--- src/hw/rtl/vilri_pkg.sv ---
// Shared types, constants and helpers for the virtual interrupt list-register injector.
`default_nettype none

package vilri_pkg;

    localparam int MAX_ENTRIES_DEF = 64;

    localparam int KIND_W  = 2;
    localparam int ID_W    = 10;
    localparam int INDEX_W = 6;
    localparam int STAT_W  = 2;
    localparam int SLOT_W  = 6;
    localparam int WORD_W  = 32;
    localparam int NUM_W   = 7;

    localparam logic [NUM_W-1:0] NUM_ENTRIES_RST = 7'd64;

    localparam int PEND_BIT   = 28;
    localparam int HW_BIT     = 31;
    localparam int PHYS_SHIFT = 10;

    typedef enum logic [KIND_W-1:0] {
        K_INJECT = 2'd0,
        K_RETIRE = 2'd1,
        K_CLEAR  = 2'd2,
        K_NONE   = 2'd3
    } t_kind;

    typedef enum logic [STAT_W-1:0] {
        ST_OK      = 2'd0,
        ST_PRESENT = 2'd1,
        ST_FULL    = 2'd2,
        ST_BADIDX  = 2'd3
    } t_status;

    typedef enum logic [1:0] {
        S_IDLE,
        S_SCAN,
        S_FINISH
    } t_state;

    // Build the list word: virtual id, pending, and for non-SGI ids the hw bit and physical id.
    function automatic logic [WORD_W-1:0] make_word(input logic [ID_W-1:0] id);
        logic [WORD_W-1:0] w;
        w = '0;
        w[ID_W-1:0] = id;
        w[PEND_BIT] = 1'b1;
        if (|id[ID_W-1:4]) begin
            w[HW_BIT] = 1'b1;
            w[PHYS_SHIFT +: ID_W] = id;
        end
        return w;
    endfunction

endpackage

`default_nettype wire

--- src/hw/rtl/vilri_in_if.sv ---
// Request channel interface: valid/ready handshake with the request fields.
`default_nettype none

interface vilri_in_if
    import vilri_pkg::*;
();
    logic               valid;
    logic               ready;
    logic [KIND_W-1:0]  kind;
    logic [ID_W-1:0]    irq_id;
    logic [INDEX_W-1:0] entry_index;

    modport source (output valid, kind, irq_id, entry_index, input ready);
    modport sink   (input valid, kind, irq_id, entry_index, output ready);
endinterface

`default_nettype wire

--- src/hw/rtl/vilri_out_if.sv ---
// Result channel interface: valid/ready handshake with the result fields.
`default_nettype none

interface vilri_out_if
    import vilri_pkg::*;
();
    logic              valid;
    logic              ready;
    logic [STAT_W-1:0] status;
    logic [SLOT_W-1:0] slot;
    logic [WORD_W-1:0] entry_word;

    modport source (output valid, status, slot, entry_word, input ready);
    modport sink   (input valid, status, slot, entry_word, output ready);
endinterface

`default_nettype wire

--- src/hw/rtl/virtual_irq_list_register_injector_top.sv ---
// Virtual interrupt list-register injector: entry table, scan sequencer and result register.
// Inject: scans entries 0..n-1 for the id and for a free entry, n the effective entry count (1..MAX_ENTRIES);
//   one entry is read from the word memory and checked by the single id comparator per cycle.
// Retire, clear and unknown kinds skip the scan; each result is loaded once the result register is free.
// A new request is taken in the cycle after the result is loaded.
// Synchronous active-low reset: all entries empty, entry count 64; word memory is not cleared.
`default_nettype none

module virtual_irq_list_register_injector_top
    import vilri_pkg::*;
#(
    parameter int MAX_ENTRIES = MAX_ENTRIES_DEF
) (
    input  wire             i_clk,
    input  wire             i_rst_n,
    input  wire             i_cfg_we,
    input  wire [NUM_W-1:0] i_cfg_wdata,
    vilri_in_if.sink        i_in_ch,
    vilri_out_if.source     o_out_ch
);

    localparam int IDX_W = (MAX_ENTRIES > 1) ? $clog2(MAX_ENTRIES) : 1;
    localparam int CNT_W = $clog2(MAX_ENTRIES + 1);
    localparam logic [NUM_W-1:0] MAX_NUM = NUM_W'(MAX_ENTRIES);

    t_state             r_state, n_state;
    t_kind              r_kind, n_kind;
    logic [ID_W-1:0]    r_id, n_id;
    logic [INDEX_W-1:0] r_idx_in, n_idx_in;
    logic [CNT_W-1:0]   r_cnt, n_cnt;
    logic               r_cmp_vld, n_cmp_vld;
    logic               r_dup, n_dup;
    logic               r_found, n_found;
    logic [IDX_W-1:0]   r_free_at, n_free_at;
    logic [MAX_ENTRIES-1:0] r_empty, n_empty;
    logic [NUM_W-1:0]   r_num;

    logic               r_out_vld, n_out_vld;
    t_status            r_status, n_status;
    logic [SLOT_W-1:0]  r_slot, n_slot;
    logic [WORD_W-1:0]  r_word, n_word;

    logic [WORD_W-1:0]  r_mem [MAX_ENTRIES];
    logic [WORD_W-1:0]  r_rd_data;

    logic [NUM_W-1:0]   w_n7;
    logic [CNT_W-1:0]   w_n_eff;
    logic [IDX_W-1:0]   w_rd_addr;
    logic               w_scan_more;
    logic               w_accept;
    logic               w_load;
    logic               w_mem_we;
    logic [WORD_W-1:0]  w_new_word;

    // Clamp the configured count into 1..MAX_ENTRIES.
    always_comb begin
        if (r_num == '0) begin
            w_n7 = NUM_W'(1);
        end else if (r_num > MAX_NUM) begin
            w_n7 = MAX_NUM;
        end else begin
            w_n7 = r_num;
        end
    end

    assign w_n_eff     = w_n7[CNT_W-1:0];
    assign w_rd_addr   = r_cnt[IDX_W-1:0];
    assign w_scan_more = (r_cnt < w_n_eff);
    assign w_new_word  = make_word(r_id);

    assign i_in_ch.ready       = (r_state == S_IDLE);
    assign w_accept            = i_in_ch.valid && i_in_ch.ready;
    assign w_load              = (r_state == S_FINISH) && (!r_out_vld || o_out_ch.ready);
    assign w_mem_we            = w_load && (r_kind == K_INJECT) && !r_dup && r_found;

    assign o_out_ch.valid      = r_out_vld;
    assign o_out_ch.status     = r_status;
    assign o_out_ch.slot       = r_slot;
    assign o_out_ch.entry_word = r_word;

    always_ff @(posedge i_clk) begin
        if (!i_rst_n) begin
            r_state <= S_IDLE;
        end else begin
            r_state <= n_state;
        end
    end

    always_comb begin
        n_state   = r_state;
        n_kind    = r_kind;
        n_id      = r_id;
        n_idx_in  = r_idx_in;
        n_cnt     = r_cnt;
        n_cmp_vld = 1'b0;
        n_dup     = r_dup;
        n_found   = r_found;
        n_free_at = r_free_at;
        n_empty   = r_empty;
        n_out_vld = r_out_vld && !o_out_ch.ready;
        n_status  = r_status;
        n_slot    = r_slot;
        n_word    = r_word;

        case (r_state)
            S_IDLE: begin
                if (w_accept) begin
                    n_kind    = t_kind'(i_in_ch.kind);
                    n_id      = i_in_ch.irq_id;
                    n_idx_in  = i_in_ch.entry_index;
                    n_cnt     = '0;
                    n_dup     = 1'b0;
                    n_found   = 1'b0;
                    n_free_at = '0;
                    n_state   = (t_kind'(i_in_ch.kind) == K_INJECT) ? S_SCAN : S_FINISH;
                end
            end
            S_SCAN: begin
                // Compare the entry read last cycle against the requested id.
                if (r_cmp_vld && (r_rd_data[ID_W-1:0] == r_id)) begin
                    n_dup = 1'b1;
                end
                if (w_scan_more) begin
                    n_cnt     = r_cnt + CNT_W'(1);
                    n_cmp_vld = !r_empty[w_rd_addr];
                    if (r_empty[w_rd_addr] && !r_found) begin
                        n_found   = 1'b1;
                        n_free_at = w_rd_addr;
                    end
                end else begin
                    n_state = S_FINISH;
                end
            end
            S_FINISH: begin
                if (w_load) begin
                    n_out_vld = 1'b1;
                    n_status  = ST_OK;
                    n_slot    = '0;
                    n_word    = '0;
                    n_state   = S_IDLE;
                    case (r_kind)
                        K_INJECT: begin
                            if (r_dup) begin
                                n_status = ST_PRESENT;
                            end else if (!r_found) begin
                                n_status = ST_FULL;
                            end else begin
                                n_word             = w_new_word;
                                n_slot             = SLOT_W'(r_free_at);
                                n_empty[r_free_at] = 1'b0;
                            end
                        end
                        K_RETIRE: begin
                            if ({1'b0, r_idx_in} >= w_n7) begin
                                n_status = ST_BADIDX;
                            end else begin
                                n_slot                       = r_idx_in;
                                n_empty[r_idx_in[IDX_W-1:0]] = 1'b1;
                            end
                        end
                        K_CLEAR: begin
                            n_empty = '1;
                        end
                        default: begin
                        end
                    endcase
                end
            end
            default: begin
                n_state = S_IDLE;
            end
        endcase
    end

    always_ff @(posedge i_clk) begin
        if (!i_rst_n) begin
            r_cmp_vld <= 1'b0;
            r_empty   <= '1;
            r_out_vld <= 1'b0;
            r_num     <= NUM_ENTRIES_RST;
        end else begin
            r_cmp_vld <= n_cmp_vld;
            r_empty   <= n_empty;
            r_out_vld <= n_out_vld;
            if (i_cfg_we) begin
                r_num <= i_cfg_wdata;
            end
        end
    end

    always_ff @(posedge i_clk) begin
        r_kind    <= n_kind;
        r_id      <= n_id;
        r_idx_in  <= n_idx_in;
        r_cnt     <= n_cnt;
        r_dup     <= n_dup;
        r_found   <= n_found;
        r_free_at <= n_free_at;
        r_status  <= n_status;
        r_slot    <= n_slot;
        r_word    <= n_word;
    end

    // Entry word memory: one write port, one registered read port.
    always_ff @(posedge i_clk) begin
        if (w_mem_we) begin
            r_mem[r_free_at] <= w_new_word;
        end
        r_rd_data <= r_mem[w_rd_addr];
    end

    a_scan_bound: assert property (@(posedge i_clk) disable iff (!i_rst_n)
        (r_state == S_SCAN) |-> (r_cnt <= w_n_eff))
        else $error("scan counter ran past the entry count");

    a_free_is_empty: assert property (@(posedge i_clk) disable iff (!i_rst_n)
        ((r_state == S_SCAN) && r_found) |-> r_empty[r_free_at])
        else $error("chosen free entry is not empty");

    a_inject_occupies: assert property (@(posedge i_clk) disable iff (!i_rst_n)
        w_mem_we |=> (!r_empty[$past(r_free_at)] && r_out_vld && (r_status == ST_OK)))
        else $error("injected entry not marked occupied");

endmodule

`default_nettype wire
--- src/flat_wrapper.sv ---
// flat-port wrapper written by rule: the top's interface ports become plain ports
module virtual_irq_list_register_injector_top_flat import vilri_pkg::*;
#(
    parameter int MAX_ENTRIES = MAX_ENTRIES_DEF
)
  (i_clk, i_rst_n, i_cfg_we, i_cfg_wdata, i_in_ch_valid, i_in_ch_kind, i_in_ch_irq_id, i_in_ch_entry_index, i_in_ch_ready, o_out_ch_valid, o_out_ch_status, o_out_ch_slot, o_out_ch_entry_word, o_out_ch_ready);
  vilri_in_if i_in_ch_i ();
  vilri_out_if o_out_ch_i ();
  input  wire i_clk;
  input  wire i_rst_n;
  input  wire i_cfg_we;
  input  wire [NUM_W-1:0] i_cfg_wdata;
  input wire logic [$bits(i_in_ch_i.valid)-1:0] i_in_ch_valid;
  input wire logic [$bits(i_in_ch_i.kind)-1:0] i_in_ch_kind;
  input wire logic [$bits(i_in_ch_i.irq_id)-1:0] i_in_ch_irq_id;
  input wire logic [$bits(i_in_ch_i.entry_index)-1:0] i_in_ch_entry_index;
  output wire logic [$bits(i_in_ch_i.ready)-1:0] i_in_ch_ready;
  output wire logic [$bits(o_out_ch_i.valid)-1:0] o_out_ch_valid;
  output wire logic [$bits(o_out_ch_i.status)-1:0] o_out_ch_status;
  output wire logic [$bits(o_out_ch_i.slot)-1:0] o_out_ch_slot;
  output wire logic [$bits(o_out_ch_i.entry_word)-1:0] o_out_ch_entry_word;
  input wire logic [$bits(o_out_ch_i.ready)-1:0] o_out_ch_ready;
  assign i_in_ch_i.valid = i_in_ch_valid;
  assign i_in_ch_i.kind = i_in_ch_kind;
  assign i_in_ch_i.irq_id = i_in_ch_irq_id;
  assign i_in_ch_i.entry_index = i_in_ch_entry_index;
  assign i_in_ch_ready = i_in_ch_i.ready;
  assign o_out_ch_valid = o_out_ch_i.valid;
  assign o_out_ch_status = o_out_ch_i.status;
  assign o_out_ch_slot = o_out_ch_i.slot;
  assign o_out_ch_entry_word = o_out_ch_i.entry_word;
  assign o_out_ch_i.ready = o_out_ch_ready;
  virtual_irq_list_register_injector_top #(.MAX_ENTRIES(MAX_ENTRIES)) u_core (.i_clk(i_clk), .i_rst_n(i_rst_n), .i_cfg_we(i_cfg_we), .i_cfg_wdata(i_cfg_wdata), .i_in_ch(i_in_ch_i), .o_out_ch(o_out_ch_i));
endmodule
--- config.mk ---
export PLATFORM = sky130hd
export DESIGN_NAME = virtual_irq_list_register_injector_top_flat
export DESIGN_NICKNAME = d
export VERILOG_FILES = /design/src/hw/rtl/vilri_pkg.sv /design/src/hw/rtl/vilri_in_if.sv /design/src/hw/rtl/vilri_out_if.sv /design/src/hw/rtl/virtual_irq_list_register_injector_top.sv /design/src/flat_wrapper.sv
export SDC_FILE = /design/constraint.sdc
export NUM_CORES = 1
export LEC_CHECK = 0
export BUFFER_PORTS_ARGS = -buffer_cell sky130_fd_sc_hd__clkbuf_2
export CAP_MARGIN = 20
export CORE_UTILIZATION = 48
export CTS_CLUSTER_DIAMETER = 30
export DETAILED_ROUTE_END_ITERATION = 10
export PLACE_DENSITY = 0.76
export SYNTH_ARGS = -nofsm -noshare
export SYNTH_HDL_FRONTEND = slang
export SYNTH_SLANG_ARGS = --single-unit
--- constraint.sdc ---
create_clock -name i_clk -period 3.6 [get_ports i_clk]
set_clock_uncertainty 0.2 [all_clocks]
set_input_delay 0.18 -clock i_clk [delete_from_list [all_inputs] [get_ports i_clk]]
set_output_delay 0.18 -clock i_clk [all_outputs]
set_load 0.02 [all_outputs]
== Word level (Yosys, flattened, before mapping) ==
Memories as Yosys holds them, arrays and structs flattened. A register that Yosys moved wholly into a read port is not among the register bits.
Index checks and enable logic that the tools add are counted.
Storage, ports and cells
  ROM bits: 0
  latch bits: 0
  memories kept: 1
  output and inout bits: 42
  register bits after elaboration: 148
  memory bits (writable): 1344
  input port bits: 30
Memories
  u_core.r_mem: words 64, bits a word 21, read ports 1, clocked after memory_dff 1, write ports 1, line virtual_irq_list_register_injector_top.sv:43  | logic [WORD_W-1:0] r_mem [MAX_ENTRIES];
Operators by class
  $mul: 0
  magnitude comparators: 8
  div/mod/pow operators: 0
  equality and inequality tests: 14
  bitwise gates (word level): 5
  shift-type cells: 0
  multiplexer cells: 45
  reductions and logical operators: 33
  add/subtract/negate cells: 1
Operator list (number)
  2-to-1 mux 64 bit: 3
  one-hot mux 64 bit (3 select lines): 1
  bitwise AND 64 bit: 1
  inverter 64 bit: 1
  OR 64 bit: 1
  2-to-1 mux 6 bit: 6
  2-to-1 mux 29 bit: 1
  2-to-1 mux 7 bit: 4
  one-hot mux 6 bit (2 select lines): 2
  less-than comparator 6 x 7 -> 1 bit, second input constant: 3
  2-to-1 mux 2 bit: 7
  one-hot mux 7 bit (2 select lines): 1
  demux 1 bit (select 6 bit): 2
  greater-or-equal comparator 6 x 1 -> 1 bit, second input constant: 2
  2-to-1 mux 1 bit: 12
  AND reduction 3 bit: 4
  equality test 10 bit: 1
  logical AND 1 bit: 10
  2-to-1 mux 10 bit: 1
  inequality test 2 x 1 -> 1 bit, second input constant: 5
  inequality test 2 bit, second input constant: 4
  adder 7 x 1 -> 7 bit, second input constant: 1
  greater-or-equal comparator 6 x 7 -> 1 bit: 1
  greater-than comparator 7 bit, second input constant: 1
  other kinds (20): 31

== Longest topological paths before layout ==
  word-level depth: 9
  mapped depth: 12
  mapped depth without buffers: 10

== Worst setup path before layout ==
Ideal clock, no wire load.
  path type: register -> register
  start point: register u_core.r_out_vld (netlist: u_core.o_out_ch.valid)
  end point: register u_core.r_empty[0]
  library setup time: 0.079 ns
  arrival time: 3.046 ns
  data required time: 3.321 ns
  slack: 0.275 ns
  clock period less this slack: 3.325 ns
  cell stages (with the launch flop): 8
  path through: dfxtp_1 -> nor2b_1 -> nor2_1 -> nand4b_1 -> or3b_1 -> clkbuf_1 -> clkbuf_1 -> o211ai_1
On the way
  longest elaborated chain between the ends: 4
RTL lines
  from (decl): line virtual_irq_list_register_injector_top.sv:38  | logic r_out_vld, n_out_vld;
  from (signal assigned): line virtual_irq_list_register_injector_top.sv:184  | r_out_vld <= n_out_vld;
  zero test 1 bit: line virtual_irq_list_register_injector_top.sv:73  | assign w_load = (r_state == S_FINISH) && (!r_out_vld || o_out_ch.ready);
  logical OR 1 bit: line virtual_irq_list_register_injector_top.sv:73
  logical AND 1 bit: line virtual_irq_list_register_injector_top.sv:73
  AND reduction 6 bit (no source line)
  to (signal assigned): line virtual_irq_list_register_injector_top.sv:183  | r_empty <= n_empty;
  to (decl): line virtual_irq_list_register_injector_top.sv:35  | logic [MAX_ENTRIES-1:0] r_empty, n_empty;
No other way between the ends.
A chain may end at the register's enable or synchronous reset.

==> impl_metrics.ini <==
[sta]
min_period_over_period_pct = 88.4
maxSlewViolCount = 0
final_critical_path_setup_slack_ps = 418
transition_at_the_pin_with_the_smallest_max_transition_slack_ps = 1170
grt_setup_unrepaired = false
finalWorstPathRequiredPeriod_ps = 3180
achievable-frequency_mhz = 314
worst_slack_on_hold_paths_ps = 30.1
setup_viol_count_final = 0
timing.setup.tns_ps = 0
relSlewSlack_pct = 21.8
report.final.hold_viol_count = 0

[grt]
grt_pass1_vias = 19900
globalRouteTotalUtil_pct = 24.8
grt_antenna_before_repair = 1
global_route_wire_length_before_repair_mm = 127
grt_overflow = 0
grt_max_degree = 88

[routing]
detail_route.wl_per_cell_um = 27.8
route.antenna.remaining_nets = 0
met2_length_mm = 41.8
post-route-drc-count = 0
top_layer_used = met4
met3_wirelength_mm = 8.02
totalWireLength_mm = 84.5
detailroute.via_count = 19200
drt_iter0_drc = 2871
dr.pass1.iters = 5
wl_met1_mm = 31.2
vias_per_cell = 6.31

[die]
chipHeight_um = 263
core.rowCount = 95
dieWidth_um = 263
start_util_pct = 48.5
io_pins = 72
die-area_sq_um = 68900
placeableCoreArea_sq_um = 67200

[clock_network]
ctsLongestPathBuffers = 3
cts.clk_slew.worst_paths_ps = 50
cts_buffers = 133
tritoncts = yes
clock_latency_ps = 720
cts-root-buf = sky130_fd_sc_hd__clkbuf_16
h_tree_level_count = 4
tritoncts_num_sinks = 788

[worst_setup_path]
timing.critical_path.cells = buf_4, buf_12, mux4_2, mux4_2, mux2i_1, o21ai_1
setup.reg_to_reg.worst_slack_ps = 420
critical-path-top-cell-by-count = sky130_fd_sc_hd__mux4_2
critical_path_class = flop to flop
startpoint = u_core.r_cnt[0]
critical_path_cell_with_the_highest_stage_delay = sky130_fd_sc_hd__mux4_2
startpoint_type_of_the_worst_setup_path = flop
critPathRequiredTime_ps = 3970
critical_path_arrival_ps = 3550
worst_path_largest_cell_delay_ps = 590
critPathMaxFanout = 44
critPathCaptureType = flop
crit_reg_reg_startpoint = u_core.r_cnt[0]

[placed_design]
numPortBuffers = 61
place_area_sq_um = 34400
gp_congestion = 0.832
hpwl_mm = 45.6
pre_cts_slack_ps = 522

[layout]
drive_above_1_share_pct = 29.9
layout.nets = 2102
post-route-util_pct = 59.1
layout.cell_area.non_filler_sq_um = 39700
antennaDiodeCount = 0
syn_to_final_growth_pct = 21.9

[yosys]
most_common_cell_in_the_netlist = sky130_fd_sc_hd__edfxtp_1
synth.cell_area_sq_um = 32600
synth.area.top_cells = sky130_fd_sc_hd__edfxtp_1 65%, sky130_fd_sc_hd__mux4_2 15%, sky130_fd_sc_hd__dfxtp_1 5.2%, sky130_fd_sc_hd__a21oi_1 2.1%, sky130_fd_sc_hd__o211ai_1 1.5%
yosysUniqueCellTypes = 52
count_of_flip_flops_with_a_built_in_enable_after_synthesis = 703
syn_avg_cell_area_sq_um = 17.8
synthesized_instance_count = 1826
seq_area_frac_synth_pct = 70.0
yosys_warnings = 0
synth_top_cell_area_share_pct = 64.8
synth-main-ff-cell = sky130_fd_sc_hd__edfxtp_1
yosys_register_bits = 788
synth_top_cells_by_count = 703 x sky130_fd_sc_hd__edfxtp_1, 213 x sky130_fd_sc_hd__mux4_2, 138 x sky130_fd_sc_hd__a21oi_1, 93 x sky130_fd_sc_hd__clkbuf_1, 90 x sky130_fd_sc_hd__nor2_1
netlist.top_cell.by_area = sky130_fd_sc_hd__edfxtp_1
asyncSetResetFlopFracSynth_pct = 0

[pwr]
share_comb_of_total_power_pct = 7.4
power_per_unit_of_standard_cell_area_nw_per_um2 = 643
static-leakage-power_nw = 13.3
pwr-share-seq_pct = 40.2
netSwitchingFraction_pct = 23.2
p_int_mw = 19.6
p_clk_share_pct = 52.4
switching_power_mw = 5.94
max-vdd-ir-drop_uv = 473

[worst_hold_path]
worstHoldPathType = primary input to flop
min-delay-start = i_in_ch_irq_id[9]

[flow_run]
maxCapViolCount = 0

[outcome]
run_status = finished, final reports clean
layer usage:
layer / global-route usage, % / vias up
met2: 39.9 / 1286
met1: 32.2 / 9735
met4: 11.5 / 0
met5: 0 / -
met3: 5.63 / 249
li1: - / 7924
critical path, delay by kind of cell, from the launching register on:
kind	cells	cell delay [ps]
AO/OA/AOI/OAI	1	130
buffers and inverters	2	590
flip-flops	1	480
multiplexers	3	1580
state kept, by name, indices dropped and copies added (netlist names), 2 cells and up:
| signal | cells |
|---|---|
| u_core.r_state | 2 |
| u_core.r_idx_in | 6 |
| u_core.r_empty | 64 |
| u_core.o_out_ch.entry_word | 22 |
| u_core.r_num | 7 |
| u_core.r_mem | 640 |
| u_core.r_id | 10 |
| u_core.r_free_at | 6 |
| u_core.r_cnt | 7 |
| u_core.o_out_ch.status | 2 |
| u_core.r_rd_data | 10 |
| u_core.r_kind | 2 |
| u_core.o_out_ch.slot | 6 |
power groups by stage:
stage               clock network, mW  logic [mW]  registers [mW]
global route                     13.9        2.00            10.3
floorplan                           0        1.17            10.5
detailed placement                  0        1.79            10.4
global placement                    0        1.74            10.4
finish                           13.4        1.90            10.3
CTS                              13.5        1.88            10.3
what timing repair did:
action,CTS,global route
setup buffers,0,0
hold buffers,50,0
gates resized for setup,0,0
hold endpoints to repair,44,0
through the flow:
step / total power, mW / cells
floorplan: 11.6 / 1835
global placement: 12.2 / 2743
detailed placement: 12.2 / 2743
CTS: 25.6 / 3040
global route: 26.2 / 3040
finish: 25.6 / 3040
area by class of cell:
cell class | instances | area [sq um]
fill | 4513 | 27400
sequential | 788 | 22800
multi-input combinational | 889 | 9140
clock buffer | 146 | 3460
timing repair buffer | 236 | 1860
clock inverter | 101 | 1330
tap | 873 | 1090
inverter | 7 | 26.3
final timing paths:
path | to | depth (start not counted)
setup / recovery | u_core.r_rd_data[7] | 6
setup reg to reg | u_core.r_rd_data[7] | 6
hold / removal | u_core.r_id[9] | 2
hold reg to reg | u_core.r_empty[28] | 2
layout by cell type, fill, tap and decap left out, types with 10 or more instances in the layout:
master	n
sky130_fd_sc_hd__edfxtp_1	703
sky130_fd_sc_hd__mux4_2	213
sky130_fd_sc_hd__a21oi_1	138
sky130_fd_sc_hd__clkbuf_16	136
sky130_fd_sc_hd__buf_4	116
sky130_fd_sc_hd__nor2_1	89
sky130_fd_sc_hd__dfxtp_1	85
sky130_fd_sc_hd__o211ai_1	67
sky130_fd_sc_hd__a21o_1	64
sky130_fd_sc_hd__o31ai_1	64
sky130_fd_sc_hd__clkbuf_2	61
sky130_fd_sc_hd__dlygate4sd3_1	50
sky130_fd_sc_hd__nand2_1	38
sky130_fd_sc_hd__mux2i_1	30
sky130_fd_sc_hd__and2_1	29
sky130_fd_sc_hd__bufinv_16	23
sky130_fd_sc_hd__clkinv_2	17
sky130_fd_sc_hd__clkinvlp_4	15
sky130_fd_sc_hd__ha_1	14
sky130_fd_sc_hd__inv_6	14
sky130_fd_sc_hd__clkinv_1	14
sky130_fd_sc_hd__xor2_1	12
sky130_fd_sc_hd__conb_1	10
kinds of logic (layout without fill, tap and decap cells):
kind of cell             count (synthesis)  after routing  share of synthesized area (%)
flip-flops                             788            788                           70.0
AO/OA/AOI/OAI                          366            366                           7.33
buffers and inverters                  158            490                           2.12
multiplexers                           252            252                           16.0
XOR/XNOR                                14             14                          0.376
adder cells (fa/ha/maj)                 17             17                          0.653
AND/OR/NAND/NOR                        230            230                           3.51
other                                    1             10                         0.0115
No activity file was read; power rests on OpenSTA's default activity.
